<file path="src/sv/swcp_pkg.sv">
// swcp_pkg: shared constants and controller/datapath handshake types for
// the swapchain cycle predictor. No dependencies.
`default_nettype none

package swcp_pkg;

    localparam int DEF_TABLE_DEPTH = 6;
    localparam int DEF_FRAME_BITS  = 64;
    localparam int DEF_TAG_BITS    = 32;

    localparam int          THR_W     = 3;
    localparam int          SEEN_W    = 3;
    localparam logic [2:0]  THR_RESET = 3'd3;
    localparam logic [2:0]  SEEN_MAX  = 3'd7;

    localparam logic KIND_PREDICT = 1'b0;
    localparam logic KIND_REPORT  = 1'b1;

    typedef struct packed {
        logic load;     // latch input word, compare tags
        logic exec;     // apply predict / report update
        logic shift;    // drop oldest entry by one
        logic finish;   // load output register
    } swcp_cmd_t;

    typedef struct packed {
        logic need_shift;
        logic shift_last;
        logic out_free;
    } swcp_sts_t;

endpackage

`default_nettype wire

</file>
<file path="src/sv/swcp_ctrl.sv">
// swcp_ctrl: sequencer for the swapchain cycle predictor.
// Depends on swcp_pkg (command and status types).
`default_nettype none

module swcp_ctrl
    import swcp_pkg::*;
(
    input  wire logic      aclk,
    input  wire logic      aresetn,
    input  wire logic      in_valid,
    output logic           in_ready,
    input  wire swcp_sts_t sts,
    output swcp_cmd_t      cmd
);

    typedef enum logic [3:0] {
        ST_IDLE  = 4'b0001,
        ST_EXEC  = 4'b0010,
        ST_SHIFT = 4'b0100,
        ST_FIN   = 4'b1000
    } state_t;

    state_t state_reg, state_next;

    always_comb begin
        state_next = state_reg;
        cmd        = '0;
        in_ready   = 1'b0;
        unique case (state_reg)
            ST_IDLE: begin
                in_ready = 1'b1;
                if (in_valid) begin
                    cmd.load   = 1'b1;
                    state_next = ST_EXEC;
                end
            end
            ST_EXEC: begin
                cmd.exec   = 1'b1;
                state_next = sts.need_shift ? ST_SHIFT : ST_FIN;
            end
            ST_SHIFT: begin
                cmd.shift = 1'b1;
                if (sts.shift_last) begin
                    state_next = ST_FIN;
                end
            end
            ST_FIN: begin
                if (sts.out_free) begin
                    cmd.finish = 1'b1;
                    state_next = ST_IDLE;
                end
            end
            default: begin
                state_next = ST_IDLE;
            end
        endcase
    end

    always_ff @(posedge aclk) begin
        if (!aresetn) begin
            state_reg <= ST_IDLE;
        end else begin
            state_reg <= state_next;
        end
    end

endmodule

`default_nettype wire

</file>
<file path="src/sv/swcp_datapath.sv">
// swcp_datapath: entry table, cycle tracking, threshold register and
// output register of the swapchain cycle predictor. Depends on swcp_pkg.
`default_nettype none

module swcp_datapath
    import swcp_pkg::*;
#(
    parameter int TABLE_DEPTH = DEF_TABLE_DEPTH,
    parameter int FRAME_BITS  = DEF_FRAME_BITS,
    parameter int TAG_BITS    = DEF_TAG_BITS,
    localparam int S_DATA_W   = ((TAG_BITS + FRAME_BITS + 1 + 7) / 8) * 8,
    localparam int M_DATA_W   = ((FRAME_BITS + 3 + 7) / 8) * 8
) (
    input  wire logic                  aclk,
    input  wire logic                  aresetn,
    input  wire logic                  cfg_we,
    input  wire logic [THR_W-1:0]      cfg_wdata,
    input  wire logic [S_DATA_W-1:0]   s_tdata,
    input  wire logic [0:0]            s_tuser,
    input  wire swcp_cmd_t             cmd,
    output swcp_sts_t                  sts,
    output logic                       m_tvalid,
    input  wire logic                  m_tready,
    output logic [M_DATA_W-1:0]        m_tdata
);

    localparam int IDX_W = $clog2(TABLE_DEPTH);
    localparam int CNT_W = $clog2(TABLE_DEPTH + 1);

    // input word fields
    logic [TAG_BITS-1:0]   s_tag;
    logic [FRAME_BITS-1:0] s_frame;
    logic                  s_pred;

    assign s_tag   = s_tdata[TAG_BITS-1:0];
    assign s_frame = s_tdata[TAG_BITS +: FRAME_BITS];
    assign s_pred  = s_tdata[TAG_BITS + FRAME_BITS];

    logic [TAG_BITS-1:0]   tag_reg   [TABLE_DEPTH];
    logic [TAG_BITS-1:0]   tag_next  [TABLE_DEPTH];
    logic [FRAME_BITS-1:0] frame_reg [TABLE_DEPTH];
    logic [FRAME_BITS-1:0] frame_next[TABLE_DEPTH];

    logic [CNT_W-1:0]  count_reg, count_next;
    logic [IDX_W-1:0]  pos_reg, pos_next;
    logic              pos_none_reg, pos_none_next;
    logic [SEEN_W-1:0] seen_reg, seen_next;
    logic [THR_W-1:0]  thr_reg, thr_next;
    logic [IDX_W-1:0]  shift_cnt_reg, shift_cnt_next;

    logic                  kind_reg;
    logic [TAG_BITS-1:0]   tag_in_reg;
    logic [FRAME_BITS-1:0] frame_in_reg;
    logic                  pred_reg;
    logic [TABLE_DEPTH-1:0] eq_vec_reg, eq_vec_next;

    logic                  res_show_reg, res_show_next;
    logic                  res_mis_reg, res_mis_next;
    logic [FRAME_BITS-1:0] res_frame_reg, res_frame_next;

    logic                  m_valid_reg, m_valid_next;
    logic [M_DATA_W-1:0]   m_data_reg, m_data_next;

    logic [THR_W-1:0]      thr_eff;
    logic                  match_found;
    logic [IDX_W-1:0]      match_idx;
    logic [IDX_W-1:0]      rd_addr;
    logic [FRAME_BITS-1:0] rd_frame;
    logic [IDX_W-1:0]      step_pos;
    logic                  step_ok;
    logic                  step_eq;
    logic                  restart;
    logic                  same;
    logic [CNT_W-1:0]      pos_wide;
    logic [CNT_W-1:0]      probe;
    logic [IDX_W-1:0]      slot;
    logic                  pv;

    assign thr_eff = (thr_reg == '0) ? THR_W'(1) : thr_reg;

    // first matching entry
    always_comb begin
        match_found = 1'b0;
        match_idx   = '0;
        for (int k = TABLE_DEPTH - 1; k >= 0; k--) begin
            if (eq_vec_reg[k]) begin
                match_found = 1'b1;
                match_idx   = IDX_W'(k);
            end
        end
    end

    assign rd_addr  = cmd.exec ? match_idx : pos_reg;
    assign rd_frame = frame_reg[rd_addr];
    assign pos_wide = CNT_W'(pos_reg);

    // next position when stepping through a confirmed cycle
    always_comb begin
        step_ok  = (count_reg != '0);
        step_pos = '0;
        if (step_ok && !pos_none_reg && (pos_wide < count_reg)
                && (pos_wide + CNT_W'(1) != count_reg)) begin
            step_pos = pos_reg + IDX_W'(1);
        end
    end
    assign step_eq = eq_vec_reg[step_pos];
    assign same    = match_found && (rd_frame == frame_in_reg);

    always_comb begin
        for (int k = 0; k < TABLE_DEPTH; k++) begin
            eq_vec_next[k] = (tag_reg[k] == s_tag) && (CNT_W'(k) < count_reg);
        end
    end

    always_comb begin
        tag_next       = tag_reg;
        frame_next     = frame_reg;
        count_next     = count_reg;
        pos_next       = pos_reg;
        pos_none_next  = pos_none_reg;
        seen_next      = seen_reg;
        shift_cnt_next = shift_cnt_reg;
        res_show_next  = res_show_reg;
        res_mis_next   = res_mis_reg;
        res_frame_next = res_frame_reg;
        restart        = 1'b0;
        probe          = '0;
        slot           = '0;

        if (cmd.shift) begin
            for (int k = 0; k < TABLE_DEPTH - 1; k++) begin
                tag_next[k]   = tag_reg[k + 1];
                frame_next[k] = frame_reg[k + 1];
            end
            shift_cnt_next = shift_cnt_reg - IDX_W'(1);
        end

        if (cmd.exec) begin
            if (kind_reg == KIND_PREDICT) begin
                if (seen_reg >= thr_eff) begin
                    restart = !step_ok || !step_eq;
                    pos_next      = step_pos;
                    pos_none_next = 1'b0;
                end else if (seen_reg != '0) begin
                    pos_next      = step_pos;
                    pos_none_next = 1'b0;
                    if (step_ok && (step_pos == '0) && (seen_reg != SEEN_MAX)) begin
                        seen_next = seen_reg + SEEN_W'(1);
                    end
                    restart = !step_ok || !step_eq;
                end else if (match_found) begin
                    // repeat found: drop older entries, first cycle seen
                    count_next     = count_reg - CNT_W'(match_idx);
                    pos_next       = '0;
                    pos_none_next  = 1'b0;
                    seen_next      = SEEN_W'(1);
                    shift_cnt_next = match_idx;
                end else begin
                    probe = pos_none_reg ? '0 : pos_wide + CNT_W'(1);
                    slot  = probe[IDX_W-1:0];
                    if (probe >= count_reg) begin
                        if (count_reg == CNT_W'(TABLE_DEPTH)) begin
                            slot = '0;
                        end else begin
                            slot             = count_reg[IDX_W-1:0];
                            frame_next[slot] = '0;
                            count_next       = count_reg + CNT_W'(1);
                        end
                    end
                    tag_next[slot] = tag_in_reg;
                    pos_next       = slot;
                    pos_none_next  = 1'b0;
                end
                if (restart) begin
                    if (count_reg == '0) begin
                        frame_next[0] = '0;
                    end
                    count_next    = CNT_W'(1);
                    tag_next[0]   = tag_in_reg;
                    pos_next      = '0;
                    pos_none_next = 1'b0;
                    seen_next     = '0;
                end
            end else begin
                res_show_next  = !pred_reg || !same;
                res_mis_next   = pred_reg && !same;
                res_frame_next = (!pred_reg || !same) ? frame_in_reg : '0;
                if (!same) begin
                    if (match_found) begin
                        frame_next[match_idx] = frame_in_reg;
                    end
                    if (seen_reg > SEEN_W'(1)) begin
                        seen_next = SEEN_W'(1);
                    end
                end
            end
        end
    end

    assign pv = (seen_reg >= thr_eff) && !pos_none_reg && (pos_wide < count_reg);

    always_comb begin
        thr_next     = cfg_we ? cfg_wdata : thr_reg;
        m_valid_next = m_valid_reg;
        m_data_next  = m_data_reg;
        if (m_tready) begin
            m_valid_next = 1'b0;
        end
        if (cmd.finish) begin
            m_valid_next = 1'b1;
            if (kind_reg == KIND_PREDICT) begin
                m_data_next = M_DATA_W'({(pv ? rd_frame : {FRAME_BITS{1'b0}}),
                                         1'b0, 1'b0, pv});
            end else begin
                m_data_next = M_DATA_W'({res_frame_reg, res_mis_reg,
                                         res_show_reg, 1'b0});
            end
        end
    end

    always_ff @(posedge aclk) begin
        if (!aresetn) begin
            count_reg     <= '0;
            pos_reg       <= '0;
            pos_none_reg  <= 1'b1;
            seen_reg      <= '0;
            thr_reg       <= THR_RESET;
            shift_cnt_reg <= '0;
            m_valid_reg   <= 1'b0;
        end else begin
            count_reg     <= count_next;
            pos_reg       <= pos_next;
            pos_none_reg  <= pos_none_next;
            seen_reg      <= seen_next;
            thr_reg       <= thr_next;
            shift_cnt_reg <= shift_cnt_next;
            m_valid_reg   <= m_valid_next;
        end
    end

    always_ff @(posedge aclk) begin
        tag_reg       <= tag_next;
        frame_reg     <= frame_next;
        res_show_reg  <= res_show_next;
        res_mis_reg   <= res_mis_next;
        res_frame_reg <= res_frame_next;
        m_data_reg    <= m_data_next;
        if (cmd.load) begin
            kind_reg     <= s_tuser[0];
            tag_in_reg   <= s_tag;
            frame_in_reg <= s_frame;
            pred_reg     <= s_pred;
            eq_vec_reg   <= eq_vec_next;
        end
    end

    assign sts.need_shift = (kind_reg == KIND_PREDICT) && (seen_reg == '0)
                            && match_found && (match_idx != '0);
    assign sts.shift_last = (shift_cnt_reg == IDX_W'(1));
    assign sts.out_free   = !m_valid_reg || m_tready;

    assign m_tvalid = m_valid_reg;
    assign m_tdata  = m_data_reg;

endmodule

`default_nettype wire

</file>
<file path="src/sv/swapchain_cycle_predictor.sv">
// swapchain_cycle_predictor: top level, joins sequencer and datapath.
// Depends on swcp_pkg, swcp_ctrl, swcp_datapath.
//
// Usage: one word on the s_ channel per presented sync object (s_tuser = 0,
// predict request) or per rendered frame (s_tuser = 1, report). Every
// accepted word yields exactly one word on the m_ channel, in order.
// cfg_we/cfg_wdata write the predict threshold (0 acts as 1); write only
// while no word is in flight.
// Sequence: a word is taken in IDLE, updated in the execute step and loaded
// into the output register in the finish step; a new word is taken only
// once the block is back in IDLE. A predict request that finds a repeat of
// an older tag drops the older entries one per cycle in a shift step
// between execute and finish.
// The output register lets the next word be accepted and executed while a
// result waits; a low m_tready then stalls the block in its finish step.
// Reset (aresetn low, synchronous) empties the table, clears the cycle
// count and sets the threshold to 3.
`default_nettype none

module swapchain_cycle_predictor
    import swcp_pkg::*;
#(
    parameter int TABLE_DEPTH = DEF_TABLE_DEPTH,
    parameter int FRAME_BITS  = DEF_FRAME_BITS,
    parameter int TAG_BITS    = DEF_TAG_BITS,
    localparam int S_DATA_W   = ((TAG_BITS + FRAME_BITS + 1 + 7) / 8) * 8,
    localparam int M_DATA_W   = ((FRAME_BITS + 3 + 7) / 8) * 8
) (
    input  wire logic                aclk,
    input  wire logic                aresetn,
    input  wire logic                cfg_we,
    input  wire logic [THR_W-1:0]    cfg_wdata,
    input  wire logic                s_tvalid,
    output logic                     s_tready,
    // sync_tag, frame_word, predicting_now, zero pad
    input  wire logic [S_DATA_W-1:0] s_tdata,
    // kind
    input  wire logic [0:0]          s_tuser,
    output logic                     m_tvalid,
    input  wire logic                m_tready,
    // predict_valid, show_frame, mispredicted, frame_out, zero pad
    output logic [M_DATA_W-1:0]      m_tdata
);

    swcp_cmd_t cmd;
    swcp_sts_t sts;

    swcp_ctrl u_ctrl (
        .aclk     (aclk),
        .aresetn  (aresetn),
        .in_valid (s_tvalid),
        .in_ready (s_tready),
        .sts      (sts),
        .cmd      (cmd)
    );

    swcp_datapath #(
        .TABLE_DEPTH (TABLE_DEPTH),
        .FRAME_BITS  (FRAME_BITS),
        .TAG_BITS    (TAG_BITS)
    ) u_dp (
        .aclk      (aclk),
        .aresetn   (aresetn),
        .cfg_we    (cfg_we),
        .cfg_wdata (cfg_wdata),
        .s_tdata   (s_tdata),
        .s_tuser   (s_tuser),
        .cmd       (cmd),
        .sts       (sts),
        .m_tvalid  (m_tvalid),
        .m_tready  (m_tready),
        .m_tdata   (m_tdata)
    );

    a_busy_after_accept: assert property (@(posedge aclk) disable iff (!aresetn)
        (s_tvalid && s_tready) |=> !s_tready)
        else $error("accepted a word while busy");

    a_one_cmd: assert property (@(posedge aclk) disable iff (!aresetn)
        $onehot0({cmd.load, cmd.exec, cmd.shift, cmd.finish}))
        else $error("more than one command at once");

    a_finish_free: assert property (@(posedge aclk) disable iff (!aresetn)
        cmd.finish |-> (!m_tvalid || m_tready))
        else $error("result overwrote a pending word");

    a_finish_valid: assert property (@(posedge aclk) disable iff (!aresetn)
        cmd.finish |=> m_tvalid)
        else $error("finished word not presented");

endmodule

`default_nettype wire
</file>
<file path="config.mk">
export PLATFORM = sky130hd
export DESIGN_NAME = swapchain_cycle_predictor
export DESIGN_NICKNAME = d
export VERILOG_FILES = /design/src/sv/swcp_pkg.sv /design/src/sv/swcp_ctrl.sv /design/src/sv/swcp_datapath.sv /design/src/sv/swapchain_cycle_predictor.sv
export SDC_FILE = /design/constraint.sdc
export NUM_CORES = 2
export LEC_CHECK = 0
export BUFFER_PORTS_ARGS = -buffer_cell sky130_fd_sc_hd__buf_2
export CAP_MARGIN = 20
export CORE_ASPECT_RATIO = 0.8
export CORE_UTILIZATION = 65
export DETAILED_ROUTE_END_ITERATION = 10
export GPL_ROUTABILITY_DRIVEN = 0
export PLACE_DENSITY = 0.94
export SLEW_MARGIN = 20
export SYNTH_ARGS = -nofsm -noshare
export SYNTH_HDL_FRONTEND = slang
export SYNTH_HIERARCHICAL = 1
export SYNTH_SLANG_ARGS = --single-unit
</file>
<file path="constraint.sdc">
create_clock -name aclk -period 19.6 [get_ports aclk]
set_input_delay 1.96 -clock aclk [delete_from_list [all_inputs] [get_ports aclk]]
set_output_delay 1.96 -clock aclk [all_outputs]
set_load 0.02 [all_outputs]
</file>
==> impl_metrics.py <==
metrics = {
    "synthesis": {
        "ys_types": 93,
        "synth_fa_ha_area_frac": 0.00564,
        "yosys.area.top_type": "dfxtp_1",
        "ys_ff_latch": 834,
        "synthTopCellsByArea": "dfxtp_1 (24%), edfxtp_1 (24%), mux2i_1 (15%)",
        "synth_top_area_frac": 0.243,
        "yosys_warnings": 6,
        "ys.flop_type": "dfxtp_1",
        "synth-edff-count": 333,
        "synth_xor_xnor_area_share": 0.0506,
        "muxShareOfSynthArea": 0.195,
        "ys_top_cells_by_count": "mux2i_1 (607), dfxtp_1 (501), edfxtp_1 (333)",
        "synth-simple-area-share": 0.0881,
        "synthCells": 3870,
        "async_flop_share": 0,
        "syn-cell-area_um2": 41300,
        "synth_top_family_by_area": "multiplexers",
        "syn-mean-instance-area_um2": 10.7,
        "synth_compound_area_frac": 0.130,
        "synth_most_common_cell": "mux2i_1",
        "ys_seq_area_frac": 0.485,
    },
    "min_path": {
        "min_path_type": "reg -> reg",
    },
    "worst_setup_path": {
        "slowest_stage": "nor4_1",
        "cp_data_arrival_time_ns": 9.10,
        "crit_buf_inv": 3,
        "slowest_delay_ns": 0.96,
        "path_cells": "nor4b_2 -> nand3b_1 -> and2_2 -> buf_4 -> nand3_2 -> buf_4 -> o22a_1 -> o21ai_0 -> xnor2_1 -> nand4_1 -> nor4_1 -> nand4_1 -> nand3_4 -> buf_4 -> mux2_2",
        "critPathRequiredTime_ns": 20.11,
        "crit_family": "simple AND/OR/NAND/NOR gates",
        "critical_path_class": "reg -> reg",
        "cp_max_fo": 47,
        "endpoint_kind": "flip-flop",
        "cp_common_cell": "buf_4",
        "start_kind": "flip-flop",
    },
    "route": {
        "routedWlPerCell_um": 27.7,
        "wirelength_um": 132000,
        "antenna_left": 0,
        "dr.pass1.iters": 11,
        "drtIter0Drc": 6907,
        "drc": 30,
        "vias": 34400,
        "drt-vias-per-instance": 7.21,
    },
    "clock_network": {
        "htree_levels": 3,
        "ctsResizeCount": 0,
        "cts.hold.buffers_added": 0,
        "root_buffer": "clkbuf_16",
        "post_cts_buffers": 0,
        "clock_latency_ns": 0.67,
        "cts.sinks": 834,
        "numCtsBuffers": 81,
        "path_clk_slew_ns": 0.06,
        "cts_tree": "yes",
        "clock_path_buffers": 3,
    },
    "timing": {
        "period_minus_slack_ns": 8.60,
        "tightestPinTransition_ns": 1.29,
        "hold_violations": 0,
        "finalSetupTns_ns": 0,
        "slew_headroom": 0.142,
        "fin_hold_ws_ns": 0.498,
        "skew_ns": 0.0522,
        "setup_viol": 0,
        "maxSlewViolCount": 0,
        "finalCritPeriodShare": 0.439,
        "rsz0062_at_grt": "false",
        "fmax_ghz": 0.116,
    },
    "layout": {
        "drive_above_1_share": 0.139,
        "fin_nets": 3983,
        "multi_input_area_um2": 19500,
        "largest_reg_flops": 384,
        "syn_to_final_growth_pct": 8.75,
        "fill_cells": 3717,
        "register_area_um2": 20000,
    },
    "grt": {
        "grtUsageTotal": 0.394,
        "grt_pass1_vias": 33500,
        "gr-usage-met1": 0.490,
        "busiest_layer": "met2",
        "grt_util_met3": 0.156,
        "grt.overflow.total": 0,
        "antenna_found_initial": 16,
        "use_met2": 0.570,
        "grt_first_pass_wirelength_um": 196000,
        "grt_max_degree": 156,
    },
    "power_and_ir_drop": {
        "power.switching_mw": 1.02,
        "cellPowerDensity_nw_per_um2": 87.7,
        "power_frac_clock": 0.396,
        "leakagePower_nw": 15.0,
        "p_int_mw": 2.92,
        "combPwrFrac": 0.100,
        "seq_power_share": 0.504,
        "peakVddDrop_v": 0.0000670,
        "switching_share": 0.258,
    },
    "die": {
        "die_area_um2": 64500,
        "io_pins": 187,
        "chipHeight_um": 227,
        "num_rows": 82,
        "die_w_um": 284,
        "initial_utilization": 0.658,
        "core_um2": 62700,
    },
    "run": {
        "maxCapViolCount": 0,
    },
    "run_status": {
        "violations": "DRC",
        "status": "complete, but fails checks",
    },
    "place": {
        "hpwl_um": 73600,
        "port_buffers": 174,
    },
}
-- cell families after synthesis --
logic type               after synthesis
AO/OA/AOI/OAI                        823
multiplexers                         761
AND/OR/NAND/NOR                      779
flip-flops                           834
XOR/XNOR                             237
other                                  1
buffers and inverters                417
adder cells (fa/ha/maj)               18
-- path summary, 6_finish.rpt --
| path | cells past startpoint | endpoint | startpoint | slack (ns) |
|---|---|---|---|---|
| hold / removal | 2 | u_dp/thr_reg[0]$_SDFFE_PN1P_ | u_dp/thr_reg[0]$_SDFFE_PN1P_ | 0.50 |
| setup reg to reg | 15 | u_dp/frame_reg[323]$_DFF_P_ | u_ctrl/state_reg[1]$_SDFFE_PN0P_ | 11.00 |
| hold reg to reg | 2 | u_dp/thr_reg[0]$_SDFFE_PN1P_ | u_dp/thr_reg[0]$_SDFFE_PN1P_ | 0.50 |
| setup / recovery | 15 | u_dp/frame_reg[323]$_DFF_P_ | u_ctrl/state_reg[1]$_SDFFE_PN0P_ | 11.00 |
-- worst reg2reg max path: stages, from the launching register on --
cell and delay [ns]:
dfxtp_1 0.56, nor4b_2 0.92, nand3b_1 0.18, and2_2 0.24
buf_4 0.33, nand3_2 0.59, buf_4 0.61, o22a_1 0.26
o21ai_0 0.15, xnor2_1 0.73, nand4_1 0.42, nor4_1 0.96
nand4_1 0.64, nand3_4 0.75, buf_4 0.71, mux2_2 0.43
-- cell usage in the layout, fill, tap and decap left out, types with 131 or more instances in the layout --
cell	netlist	routed
nand2_1	288	286
mux2i_1	607	607
xnor2_1	166	166
buf_2	38	174
nor2_1	222	215
a21oi_1	132	131
dfxtp_1	501	501
o22ai_1	167	167
edfxtp_1	333	333
o21ai_0	227	227
-- power groups by stage --
stage	Clock, mW	Combinational [mW]	Sequential, mW
after floorplan	0	0.272	1.97
final	1.56	0.394	1.98
after CTS	1.55	0.372	1.98
after global routing	1.62	0.412	1.99
after detailed placement	0	0.361	2.01
after global placement	0	0.342	2.00
-- through the flow --
step / area [µm²] / setup slack [ns] / util / total power, mW / std cells
2_1_floorplan: 41300 / 12.85 / - / 2.25 / 3874
6_report: 44900 / 11.00 / 0.716 / 3.94 / 4773
4_1_cts: 44800 / 11.76 / 0.715 / 3.90 / 4760
3_5_place_dp: 42200 / 11.83 / 0.673 / 2.37 / 4608
5_1_grt: 44900 / 11.15 / 0.716 / 4.02 / 4773
3_3_place_gp: 42200 / 11.97 / 0.673 / 2.35 / 4608
-- area by class of cell --
type,instances,area share
diodes,12,0.000669
clock buffers,130,0.0548
clock inverters,22,0.00343
inverters,86,0.00722
multi-input cells,2623,0.435
flip-flops and latches,834,0.446
well taps,840,0.0234
repair buffers,226,0.0288
-- layer usage --
| metal | share of wire | wire length (µm) |
|---|---|---|
| met2 | 0.42 | 55200 |
| met4 | 0.068 | 9010 |
| met1 | 0.35 | 46100 |
| met5 | 0.00035 | 46 |
| met3 | 0.17 | 21900 |
Note: power is estimated with default switching activity, not from simulation.
